===== src/design/frt_pkg.sv =====
// Package: constants, codes and item types of the fragment reassembly tracker
`timescale 1ns / 1ps
package frt_pkg;

    localparam int TABLE_SLOTS    = 16;
    localparam int PER_PEER_LIMIT = 4;
    localparam int FRAGMENT_LIMIT = 64;
    localparam int SLOT_W         = $clog2(TABLE_SLOTS);
    localparam int CNT_W          = $clog2(TABLE_SLOTS + 1);
    localparam int SIZE_W         = 24;
    localparam logic [SIZE_W-1:0] MAX_SIZE_RESET = 24'd65536;

    localparam logic [1:0] ACT_PACKET     = 2'd0;
    localparam logic [1:0] ACT_FORGET     = 2'd1;
    localparam logic [1:0] ACT_FORGET_ALL = 2'd2;
    localparam logic [1:0] ACT_RESERVED   = 2'd3;

    typedef enum logic [3:0] {
        VD_WHOLE      = 4'd0,
        VD_OVERSIZE   = 4'd1,
        VD_SEQ_LOW    = 4'd2,
        VD_INCONSIST  = 4'd3,
        VD_DUPLICATE  = 4'd4,
        VD_OVER_LIMIT = 4'd5,
        VD_PENDING    = 4'd6,
        VD_COMPLETED  = 4'd7,
        VD_BAD_INDEX  = 4'd8,
        VD_NO_SLOT    = 4'd9,
        VD_CLEARED    = 4'd10
    } verdict_t;

    typedef enum logic [1:0] {
        ST_IDLE,
        ST_SCAN,
        ST_DECIDE,
        ST_CHECK
    } state_t;

    typedef struct packed {
        logic [1:0]  action;
        logic [47:0] peer_key;
        logic        is_fragmented;
        logic [7:0]  channel;
        logic [31:0] sequence_number;
        logic [5:0]  fragment_index;
        logic [6:0]  fragment_count;
        logic [15:0] body_length;
    } pkt_item_t;

    typedef struct packed {
        logic [3:0]  verdict;
        logic [3:0]  slot;
        logic [7:0]  out_channel;
        logic [23:0] message_length;
        logic [31:0] first_sequence;
        logic        evicted;
        logic [3:0]  evicted_slot;
        logic [2:0]  peer_partials;
    } res_item_t;

endpackage


===== src/design/fragment_reassembly_tracker.sv =====
// Top level: slot table of partial messages with a one-slot-per-cycle scan sequencer
// A command or an unfragmented packet gets its result in the decide state after a scan of
// every slot; a fragment that passes the decide state gets its result in the check state.
// The serial slot scan runs for every item; no new item is taken before the last is done.
// The next item is taken once the previous result has been taken.
// Reset clears all slot valid bits at once and sets max_message_size to 65536.
`timescale 1ns / 1ps
module fragment_reassembly_tracker
(
    input  logic              clk,
    input  logic              rst_n,
    input  logic              pkt_valid,
    output logic              pkt_ready,
    input  frt_pkg::pkt_item_t pkt,
    output logic              res_valid,
    input  logic              res_ready,
    output frt_pkg::res_item_t res,
    input  logic              cfg_valid,
    output logic              cfg_ready,
    input  logic [23:0]       cfg_data
);
    import frt_pkg::*;

    state_t state_reg, state_next;
    pkt_item_t req_reg, req_next;
    res_item_t res_reg, res_next;
    logic res_valid_reg, res_valid_next;
    logic [SIZE_W-1:0] max_size_reg;
    logic [31:0] fs_reg, fs_next;
    logic [SLOT_W-1:0] idx_reg, idx_next;
    logic [CNT_W-1:0] cnt_reg, cnt_next;
    logic [SLOT_W-1:0] found_reg, found_next, free_reg, free_next;
    logic [SLOT_W-1:0] old_reg, old_next, slot_reg, slot_next;
    logic found_hit_reg, found_hit_next, free_hit_reg, free_hit_next;
    logic old_hit_reg, old_hit_next;
    logic [31:0] old_seq_reg, old_seq_next;
    logic ev_reg, ev_next;

    logic [TABLE_SLOTS-1:0] slot_valid_reg, slot_valid_next;
    logic [47:0] slot_peer [TABLE_SLOTS];
    logic [31:0] slot_first_seq [TABLE_SLOTS];
    logic [7:0]  slot_channel [TABLE_SLOTS];
    logic [6:0]  slot_frag_count [TABLE_SLOTS];
    logic [63:0] slot_present [TABLE_SLOTS];
    logic [23:0] slot_total [TABLE_SLOTS];
    logic [6:0]  slot_received [TABLE_SLOTS];

    logic [SLOT_W-1:0] rd;
    logic rd_peer_eq, rd_fs_eq;
    logic alloc_we, upd_we;
    logic [SLOT_W-1:0] wr_slot;
    logic [63:0] upd_present;
    logic [23:0] upd_total;
    logic [6:0]  upd_received;
    logic [24:0] sum;
    logic pkt_acc;
    logic [CNT_W-1:0] cnt_tmp;
    logic [SLOT_W-1:0] pick;

    function automatic logic [2:0] sat3(input logic [CNT_W-1:0] n);
        sat3 = (n > CNT_W'(7)) ? 3'd7 : n[2:0];
    endfunction

    assign pkt_ready = (state_reg == ST_IDLE) && !res_valid_reg;
    assign pkt_acc   = pkt_valid && pkt_ready;
    assign cfg_ready = 1'b1;
    assign res_valid = res_valid_reg;
    assign res       = res_reg;

    assign rd         = (state_reg == ST_SCAN) ? idx_reg : slot_reg;
    assign rd_peer_eq = slot_peer[rd] == req_reg.peer_key;
    assign rd_fs_eq   = slot_first_seq[rd] == fs_reg;
    assign sum        = {1'b0, slot_total[rd]} + {9'd0, req_reg.body_length};

    always_comb
    begin
        state_next = state_reg;
        case (state_reg)
            ST_IDLE:
            begin
                if (pkt_acc)
                    state_next = ST_SCAN;
            end
            ST_SCAN:
            begin
                if (idx_reg == SLOT_W'(TABLE_SLOTS - 1))
                    state_next = ST_DECIDE;
            end
            ST_DECIDE:
            begin
                state_next = ST_IDLE;
                if (req_reg.action == ACT_PACKET && req_reg.is_fragmented
                    && req_reg.sequence_number >= {26'd0, req_reg.fragment_index}
                    && req_reg.fragment_count != 7'd0
                    && req_reg.fragment_count <= 7'(FRAGMENT_LIMIT)
                    && {1'b0, req_reg.fragment_index} < req_reg.fragment_count)
                begin
                    if (found_hit_reg || free_hit_reg
                        || (cnt_reg >= CNT_W'(PER_PEER_LIMIT) && old_hit_reg))
                        state_next = ST_CHECK;
                end
            end
            ST_CHECK:
                state_next = ST_IDLE;
            default:
                state_next = ST_IDLE;
        endcase
    end

    always_comb
    begin
        req_next        = req_reg;
        res_next        = res_reg;
        res_valid_next  = res_valid_reg;
        fs_next         = fs_reg;
        idx_next        = idx_reg;
        cnt_next        = cnt_reg;
        found_next      = found_reg;
        found_hit_next  = found_hit_reg;
        free_next       = free_reg;
        free_hit_next   = free_hit_reg;
        old_next        = old_reg;
        old_hit_next    = old_hit_reg;
        old_seq_next    = old_seq_reg;
        slot_next       = slot_reg;
        ev_next         = ev_reg;
        slot_valid_next = slot_valid_reg;
        alloc_we        = 1'b0;
        upd_we          = 1'b0;
        wr_slot         = slot_reg;
        upd_present     = slot_present[rd] | (64'd1 << req_reg.fragment_index);
        upd_total       = sum[23:0];
        upd_received    = slot_received[rd] + 7'd1;
        cnt_tmp         = cnt_reg;
        pick            = free_reg;

        if (res_valid_reg && res_ready)
            res_valid_next = 1'b0;

        case (state_reg)
            ST_IDLE:
            begin
                if (pkt_acc)
                begin
                    req_next       = pkt;
                    fs_next        = pkt.sequence_number - {26'd0, pkt.fragment_index};
                    idx_next       = '0;
                    cnt_next       = '0;
                    found_hit_next = 1'b0;
                    free_hit_next  = 1'b0;
                    old_hit_next   = 1'b0;
                    ev_next        = 1'b0;
                end
            end
            ST_SCAN:
            begin
                idx_next = idx_reg + SLOT_W'(1);
                if (req_reg.action == ACT_FORGET_ALL
                    || (req_reg.action == ACT_FORGET && rd_peer_eq))
                    slot_valid_next[idx_reg] = 1'b0;
                if (slot_valid_reg[idx_reg] && rd_peer_eq)
                begin
                    cnt_next = cnt_reg + CNT_W'(1);
                    if (rd_fs_eq && !found_hit_reg)
                    begin
                        found_next     = idx_reg;
                        found_hit_next = 1'b1;
                    end
                    if (!old_hit_reg || slot_first_seq[rd] < old_seq_reg)
                    begin
                        old_next     = idx_reg;
                        old_seq_next = slot_first_seq[rd];
                        old_hit_next = 1'b1;
                    end
                end
                if (!slot_valid_reg[idx_reg] && !free_hit_reg)
                begin
                    free_next     = idx_reg;
                    free_hit_next = 1'b1;
                end
            end
            ST_DECIDE:
            begin
                res_next = '0;
                res_next.peer_partials = sat3(cnt_reg);
                if (req_reg.action != ACT_PACKET)
                begin
                    res_next.verdict = VD_CLEARED;
                    if (req_reg.action == ACT_FORGET || req_reg.action == ACT_FORGET_ALL)
                        res_next.peer_partials = 3'd0;
                    res_valid_next = 1'b1;
                end
                else if (!req_reg.is_fragmented)
                begin
                    if ({8'd0, req_reg.body_length} > max_size_reg)
                        res_next.verdict = VD_OVERSIZE;
                    else
                    begin
                        res_next.verdict        = VD_WHOLE;
                        res_next.out_channel    = req_reg.channel;
                        res_next.message_length = {8'd0, req_reg.body_length};
                    end
                    res_valid_next = 1'b1;
                end
                else if (req_reg.sequence_number < {26'd0, req_reg.fragment_index})
                begin
                    res_next.verdict = VD_SEQ_LOW;
                    res_valid_next   = 1'b1;
                end
                else if (state_next != ST_CHECK && !(found_hit_reg || free_hit_reg
                         || (cnt_reg >= CNT_W'(PER_PEER_LIMIT) && old_hit_reg))
                         && !(req_reg.fragment_count == 7'd0
                         || req_reg.fragment_count > 7'(FRAGMENT_LIMIT)
                         || {1'b0, req_reg.fragment_index} >= req_reg.fragment_count))
                begin
                    // no slot free and nothing to evict
                    res_next.verdict        = VD_NO_SLOT;
                    res_next.first_sequence = fs_reg;
                    res_valid_next          = 1'b1;
                end
                else if (state_next != ST_CHECK)
                begin
                    res_next.verdict        = VD_BAD_INDEX;
                    res_next.first_sequence = fs_reg;
                    res_valid_next          = 1'b1;
                end
                else if (found_hit_reg)
                    slot_next = found_reg;
                else
                begin
                    if (cnt_reg >= CNT_W'(PER_PEER_LIMIT))
                    begin
                        ev_next                  = 1'b1;
                        slot_valid_next[old_reg] = 1'b0;
                        cnt_tmp                  = cnt_reg - CNT_W'(1);
                        if (!free_hit_reg || old_reg < free_reg)
                            pick = old_reg;
                    end
                    slot_next             = pick;
                    wr_slot               = pick;
                    alloc_we              = 1'b1;
                    slot_valid_next[pick] = 1'b1;
                    cnt_next              = cnt_tmp + CNT_W'(1);
                end
            end
            ST_CHECK:
            begin
                res_next                = '0;
                res_next.slot           = 4'(slot_reg);
                res_next.first_sequence = fs_reg;
                res_next.evicted        = ev_reg;
                res_next.evicted_slot   = ev_reg ? 4'(old_reg) : 4'd0;
                cnt_tmp                 = cnt_reg;
                if (slot_frag_count[rd] != req_reg.fragment_count
                    || slot_channel[rd] != req_reg.channel)
                begin
                    res_next.verdict          = VD_INCONSIST;
                    slot_valid_next[slot_reg] = 1'b0;
                    cnt_tmp                   = cnt_reg - CNT_W'(1);
                end
                else if (slot_present[rd][req_reg.fragment_index])
                    res_next.verdict = VD_DUPLICATE;
                else if (sum > {1'b0, max_size_reg})
                begin
                    res_next.verdict          = VD_OVER_LIMIT;
                    slot_valid_next[slot_reg] = 1'b0;
                    cnt_tmp                   = cnt_reg - CNT_W'(1);
                end
                else
                begin
                    upd_we = 1'b1;
                    if (upd_received < slot_frag_count[rd])
                        res_next.verdict = VD_PENDING;
                    else
                    begin
                        res_next.verdict          = VD_COMPLETED;
                        res_next.out_channel      = slot_channel[rd];
                        res_next.message_length   = upd_total;
                        slot_valid_next[slot_reg] = 1'b0;
                        cnt_tmp                   = cnt_reg - CNT_W'(1);
                    end
                end
                res_next.peer_partials = sat3(cnt_tmp);
                res_valid_next         = 1'b1;
            end
            default:
            begin
                res_valid_next = res_valid_reg;
            end
        endcase
    end

    always_ff @(posedge clk or negedge rst_n)
    begin
        if (!rst_n)
        begin
            state_reg      <= ST_IDLE;
            res_valid_reg  <= 1'b0;
            slot_valid_reg <= '0;
            max_size_reg   <= MAX_SIZE_RESET;
        end
        else
        begin
            state_reg      <= state_next;
            res_valid_reg  <= res_valid_next;
            slot_valid_reg <= slot_valid_next;
            if (cfg_valid && cfg_ready)
                max_size_reg <= cfg_data;
        end
    end

    always_ff @(posedge clk)
    begin
        req_reg       <= req_next;
        res_reg       <= res_next;
        fs_reg        <= fs_next;
        idx_reg       <= idx_next;
        cnt_reg       <= cnt_next;
        found_reg     <= found_next;
        found_hit_reg <= found_hit_next;
        free_reg      <= free_next;
        free_hit_reg  <= free_hit_next;
        old_reg       <= old_next;
        old_hit_reg   <= old_hit_next;
        old_seq_reg   <= old_seq_next;
        slot_reg      <= slot_next;
        ev_reg        <= ev_next;
    end

    always_ff @(posedge clk)
    begin
        if (alloc_we)
        begin
            slot_peer[wr_slot]       <= req_reg.peer_key;
            slot_first_seq[wr_slot]  <= fs_reg;
            slot_channel[wr_slot]    <= req_reg.channel;
            slot_frag_count[wr_slot] <= req_reg.fragment_count;
            slot_present[wr_slot]    <= '0;
            slot_total[wr_slot]      <= '0;
            slot_received[wr_slot]   <= '0;
        end
        else if (upd_we)
        begin
            slot_present[wr_slot]  <= upd_present;
            slot_total[wr_slot]    <= upd_total;
            slot_received[wr_slot] <= upd_received;
        end
    end

    a_clear_all: assert property (@(posedge clk) disable iff (!rst_n)
        (state_reg == ST_DECIDE && req_reg.action == ACT_FORGET_ALL)
        |-> slot_valid_reg == '0)
        else $error("forget-all left a valid slot");

    a_check_valid: assert property (@(posedge clk) disable iff (!rst_n)
        state_reg == ST_CHECK |-> slot_valid_reg[slot_reg])
        else $error("checking an invalid slot");

    a_evict_slot: assert property (@(posedge clk) disable iff (!rst_n)
        (res_valid_reg && !res_reg.evicted) |-> res_reg.evicted_slot == 4'd0)
        else $error("evicted slot without eviction");

    a_no_accept_busy: assert property (@(posedge clk) disable iff (!rst_n)
        (state_reg != ST_IDLE) |-> !pkt_ready)
        else $error("item taken while busy");

endmodule

===== config.mk =====
export PLATFORM = sky130hd
export DESIGN_NAME = fragment_reassembly_tracker
export DESIGN_NICKNAME = d
export VERILOG_FILES = /design/src/design/frt_pkg.sv /design/src/design/fragment_reassembly_tracker.sv
export SDC_FILE = /design/constraint.sdc
export NUM_CORES = 2
export LEC_CHECK = 0
export ABC_AREA = 1
export ABC_CLOCK_PERIOD_IN_PS = 14600
export BUFFER_PORTS_ARGS = -buffer_cell sky130_fd_sc_hd__clkbuf_2
export CAP_MARGIN = 20
export CELL_PAD_IN_SITES_DETAIL_PLACEMENT = 0
export CELL_PAD_IN_SITES_GLOBAL_PLACEMENT = 1
export CORE_MARGIN = 5
export CORE_UTILIZATION = 54
export CTS_BUF_LIST = sky130_fd_sc_hd__clkbuf_2 sky130_fd_sc_hd__clkbuf_4 sky130_fd_sc_hd__clkbuf_8
export DETAILED_ROUTE_END_ITERATION = 8
export GPL_TIMING_DRIVEN = 0
export MAX_ROUTING_LAYER = met4
export PLACE_DENSITY_LB_ADDON = 0.1
export SLEW_MARGIN = 30
export SYNTH_ARGS = -nofsm -noshare
export SYNTH_HDL_FRONTEND = slang
export SYNTH_SLANG_ARGS = --single-unit

===== constraint.sdc =====
create_clock -name clk -period 14.6 [get_ports clk]
set_input_delay 2.19 -clock clk [delete_from_list [all_inputs] [get_ports clk]]
set_output_delay 2.19 -clock clk [all_outputs]
set_load 0.01 [all_outputs]

==> results.py <==
metrics = {
    "status": {
        "outcome": "finished clean",
    },
    "drt": {
        "drt_drc_violations_left": 0,
        "route.layer.met1.wl_um": 211000,
        "first_pass_iters": 7,
        "highest_layer": "met4",
        "drt_first_iter_violations": 18600,
        "met3_length_um": 88200,
        "met2WireLength_um": 261000,
        "via_count": 109000,
        "wl_um": 608000,
        "postRouteAntennaNets": 0,
        "drt-wirelength-per-cell_um": 36.7,
        "vias_per_cell": 6.58,
    },
    "floorplanning": {
        "effective_utilization_at_floorplan": 0.542,
        "io_pins": 232,
        "die_outline_area_sq_mm": 0.271,
        "chipHeight_um": 521,
        "placementRows": 187,
        "total_core_area_sq_mm": 0.260,
        "floorplan.die.width_um": 521,
    },
    "logic_synthesis": {
        "ys_seq_area_frac": 0.718,
        "postSynthCellCount": 11600,
        "synth_top_area_share": 0.710,
        "post_synthesis_instance_area_sq_mm": 0.141,
        "synth_async_sr_flop_share": 0.0127,
        "synth_area_leaders": "sky130_fd_sc_hd__edfxtp_1 71%, sky130_fd_sc_hd__nand2_1 5.8%, sky130_fd_sc_hd__nand3_1 4.1%, sky130_fd_sc_hd__o21ai_0 3.2%, sky130_fd_sc_hd__nor2_1 2.7%",
        "synth-compound-area-share": 0.0809,
        "synth-xor-area-share": 0.00746,
        "yosys.area.top_type": "sky130_fd_sc_hd__edfxtp_1",
        "yosys-mux-area-fraction": 0.000648,
        "yosys_warnings": 0,
        "syn_avg_cell_area_sq_um": 12.2,
        "syn_nets": 11900,
        "synth_simple_gate_area_share": 0.138,
        "synth_cell_type_count": 67,
        "commonest_register_cell_after_synthesis": "sky130_fd_sc_hd__edfxtp_1",
        "ys_ff_latch": 3376,
        "synthAdderAreaFrac": 0.0119,
        "synth_top_family_by_area": "simple AND/OR/NAND/NOR gates",
        "post_synth_edffs": 3333,
    },
    "critical_path": {
        "critPathLaunchType": "flip-flop",
        "crit_type": "reg -> reg",
        "critical_path.max_stage_delay_ns": 0.82,
        "timing.reg2reg.worst_path_depth": 48,
        "crit_end": "slot_present[13][32]$_DFFE_PP_",
        "worst_setup_path_end_kind": "flip-flop",
        "cp_slowest_cell": "sky130_fd_sc_hd__clkbuf_1",
        "cp.required_ns": 15.50,
        "startpoint": "state_reg[1]$_DFF_PN0_",
        "critical_path_peak_fanout": 15,
        "worstSetupPathDepth": 48,
        "worst-r2r-setup-slack_ns": 0.01,
        "crit_family": "buffers and inverters",
        "most_repeated_library_cell_on_the_critical_path": "sky130_fd_sc_hd__nand2_1",
        "timing.rr.start": "state_reg[1]$_DFF_PN0_",
        "data_arrival_time_of_the_worst_path_ns": 15.49,
        "cp.buffers_inverters": 19,
        "critical_path.reg2reg.endpoint": "slot_present[13][32]$_DFFE_PP_",
    },
    "clock_network": {
        "clockRootBuffer": "sky130_fd_sc_hd__clkbuf_8",
        "deepest_clock_path_buffer_count": 4,
        "path_clk_slew_ns": 0.06,
        "tritoncts.num_buffers": 562,
        "clkSinkCount": 3376,
        "clock_tree_from_tritoncts": "built",
        "post_cts_hold_buffer_count": 0,
        "htree_levels": 6,
        "clkLatencyLatePin_ns": 1.25,
    },
    "cells_and_area": {
        "final_cell_mix": "3333 x sky130_fd_sc_hd__edfxtp_1, 2187 x sky130_fd_sc_hd__nand2_1, 1147 x sky130_fd_sc_hd__nand3_1",
        "final_nets": 13000,
        "post-route-util": 0.637,
        "registers_with_the_highest_flip_flop_counts": "slot_present x1024, slot_peer x768, slot_first_seq x512",
        "layout-area-overhead-vs-synth_pct": 17.5,
        "layout_commonest_cell": "sky130_fd_sc_hd__edfxtp_1",
        "register_name_with_the_most_flops": "slot_present",
        "fraction_of_layout_cells_with_a_size_suffix_above_1": 0.155,
        "largest_register_ff_count": 1024,
    },
    "place": {
        "gp_routability_congestion": 1.01,
        "numPortBuffers": 229,
        "place_hpwl_um": 422000,
    },
    "timing": {
        "finalCriticalPeriod_ns": 14.59,
        "worst_slew_margin_rel": 0.218,
        "slew_violations": 0,
        "timing.final.crit_share": 0.999,
        "hold_viol_final": 0,
        "timing_worst_slew_pin_value_ns": 1.17,
        "rsz0062_at_grt": "no",
        "setup_tns_ns": 0,
        "fmax_mhz": 68.5,
        "timing.clock.skew_ns": 0.0796,
        "report.final.setup_viol": 0,
    },
    "min_path": {
        "worstHoldPathType": "reg -> reg",
    },
    "flow_run": {
        "maxCapViolations": 0,
    },
    "power_and_ir_drop": {
        "peakVddDrop_v": 0.000136,
        "p_leak_nw": 61.9,
        "power_density_mw_per_mm2": 194,
    },
    "global_routing": {
        "grt_remaining_overflow": 0,
        "grt_start_max_net_pins": 86,
        "grt_pass1_wl_um": 822000,
        "track_usage": 0.452,
        "antenna_violations_before_repair": 68,
        "vias_in_the_first_global_route": 102000,
    },
}
[layer usage]
metal / vias up / track usage
met5: - / -
met3: 2064 / 0.140
met2: 9454 / 0.641
met1: 53500 / 0.568
met4: 0 / 0.284
li1: 44100 / -
[cell type report]
cell class | instances | area [sq um]
Buffer | 702 | 3500
Antenna cell | 73 | 183
Clock inverter | 208 | 1220
Multi-Input combinational cell | 6809 | 34400
Timing Repair Buffer | 526 | 8700
Inverter | 706 | 2660
Sequential cell | 3376 | 101000
Tap cell | 3402 | 4260
Clock buffer | 780 | 9470
Fill cell | 20200 | 94200
[power breakdown]
group | internal (mW) | switching (mW) | leakage (nW)
Combinational | 2.78 | 9.75 | 21.7
Sequential | 11.0 | 0.355 | 34.6
Clock | 4.26 | 3.98 | 5.63
[kinds of logic after synthesis]
logic type	after synthesis
fa+ha+maj	133
simple gates	4593
flops	3376
buf+inv	1409
mux	9
xor+xnor	120
other cells	1
compound gates	1953
[metrics by stage]
step / setup WS [ns] / cell area (sq um) / power [mW] / instances / hold WS (ns)
2_1_floorplan: 3.46 / 141000 / 17.2 / 11600 / 0.457
3_3_place_gp: -9.14 / 146000 / 23.1 / 15200 / 0.491
3_5_place_dp: 0.810 / 155000 / 23.4 / 15500 / 0.495
4_1_cts: 0.769 / 165000 / 31.4 / 16500 / 0.509
5_1_grt: 0.0286 / 165000 / 32.8 / 16600 / 0.544
6_report: 0.0107 / 166000 / 32.1 / 16600 / 0.524
[worst register-to-register path, delay by kind of cell (launching register included)]
family	cells	cell delay, ns
AO/OA/AOI/OAI	9	2.36
adder cells (fa/ha/maj)	3	1.13
buffers and inverters	19	6.65
flip-flops	1	0.42
AND/OR/NAND/NOR	17	3.68
[what timing repair did]
item	4_1_cts	5_1_grt
resized for setup	0	3
endpoints found under the setup margin	0	39
buffers inserted	0	0
[Yosys cell counts (all sizes together), types with 7 or more instances]
master	instances
edfxtp	3333
nand2	2194
nand3	1148
o21ai	1052
nor2	1022
inv	701
buf	433
clkbuf	270
a21oi	224
o22ai	210
o211ai	198
o221ai	141
nand3b	133
ha	131
xor2	73
a31oi	68
xnor2	47
dfrtp	42
nor4	32
nor3	27
nand4	24
a32o	10
a211oi	8
a221oi	8
mux2i	8
or2	7
[worst min-delay path by stage]
stage | from | to | slack (ns) | cells after the start
floorplan | slot_valid_reg[10]$_DFFE_PN0P_ | slot_valid_reg[10]$_DFFE_PN0P_ | 0.46 | 2
global placement | slot_valid_reg[2]$_DFFE_PN0P_ | slot_valid_reg[2]$_DFFE_PN0P_ | 0.49 | 2
detailed placement | slot_valid_reg[2]$_DFFE_PN0P_ | slot_valid_reg[2]$_DFFE_PN0P_ | 0.50 | 2
CTS | slot_valid_reg[2]$_DFFE_PN0P_ | slot_valid_reg[2]$_DFFE_PN0P_ | 0.51 | 2
global route | slot_valid_reg[5]$_DFFE_PN0P_ | slot_valid_reg[5]$_DFFE_PN0P_ | 0.54 | 2
finish | slot_valid_reg[2]$_DFFE_PN0P_ | slot_valid_reg[2]$_DFFE_PN0P_ | 0.52 | 2
(Power assumes the default switching activity.)
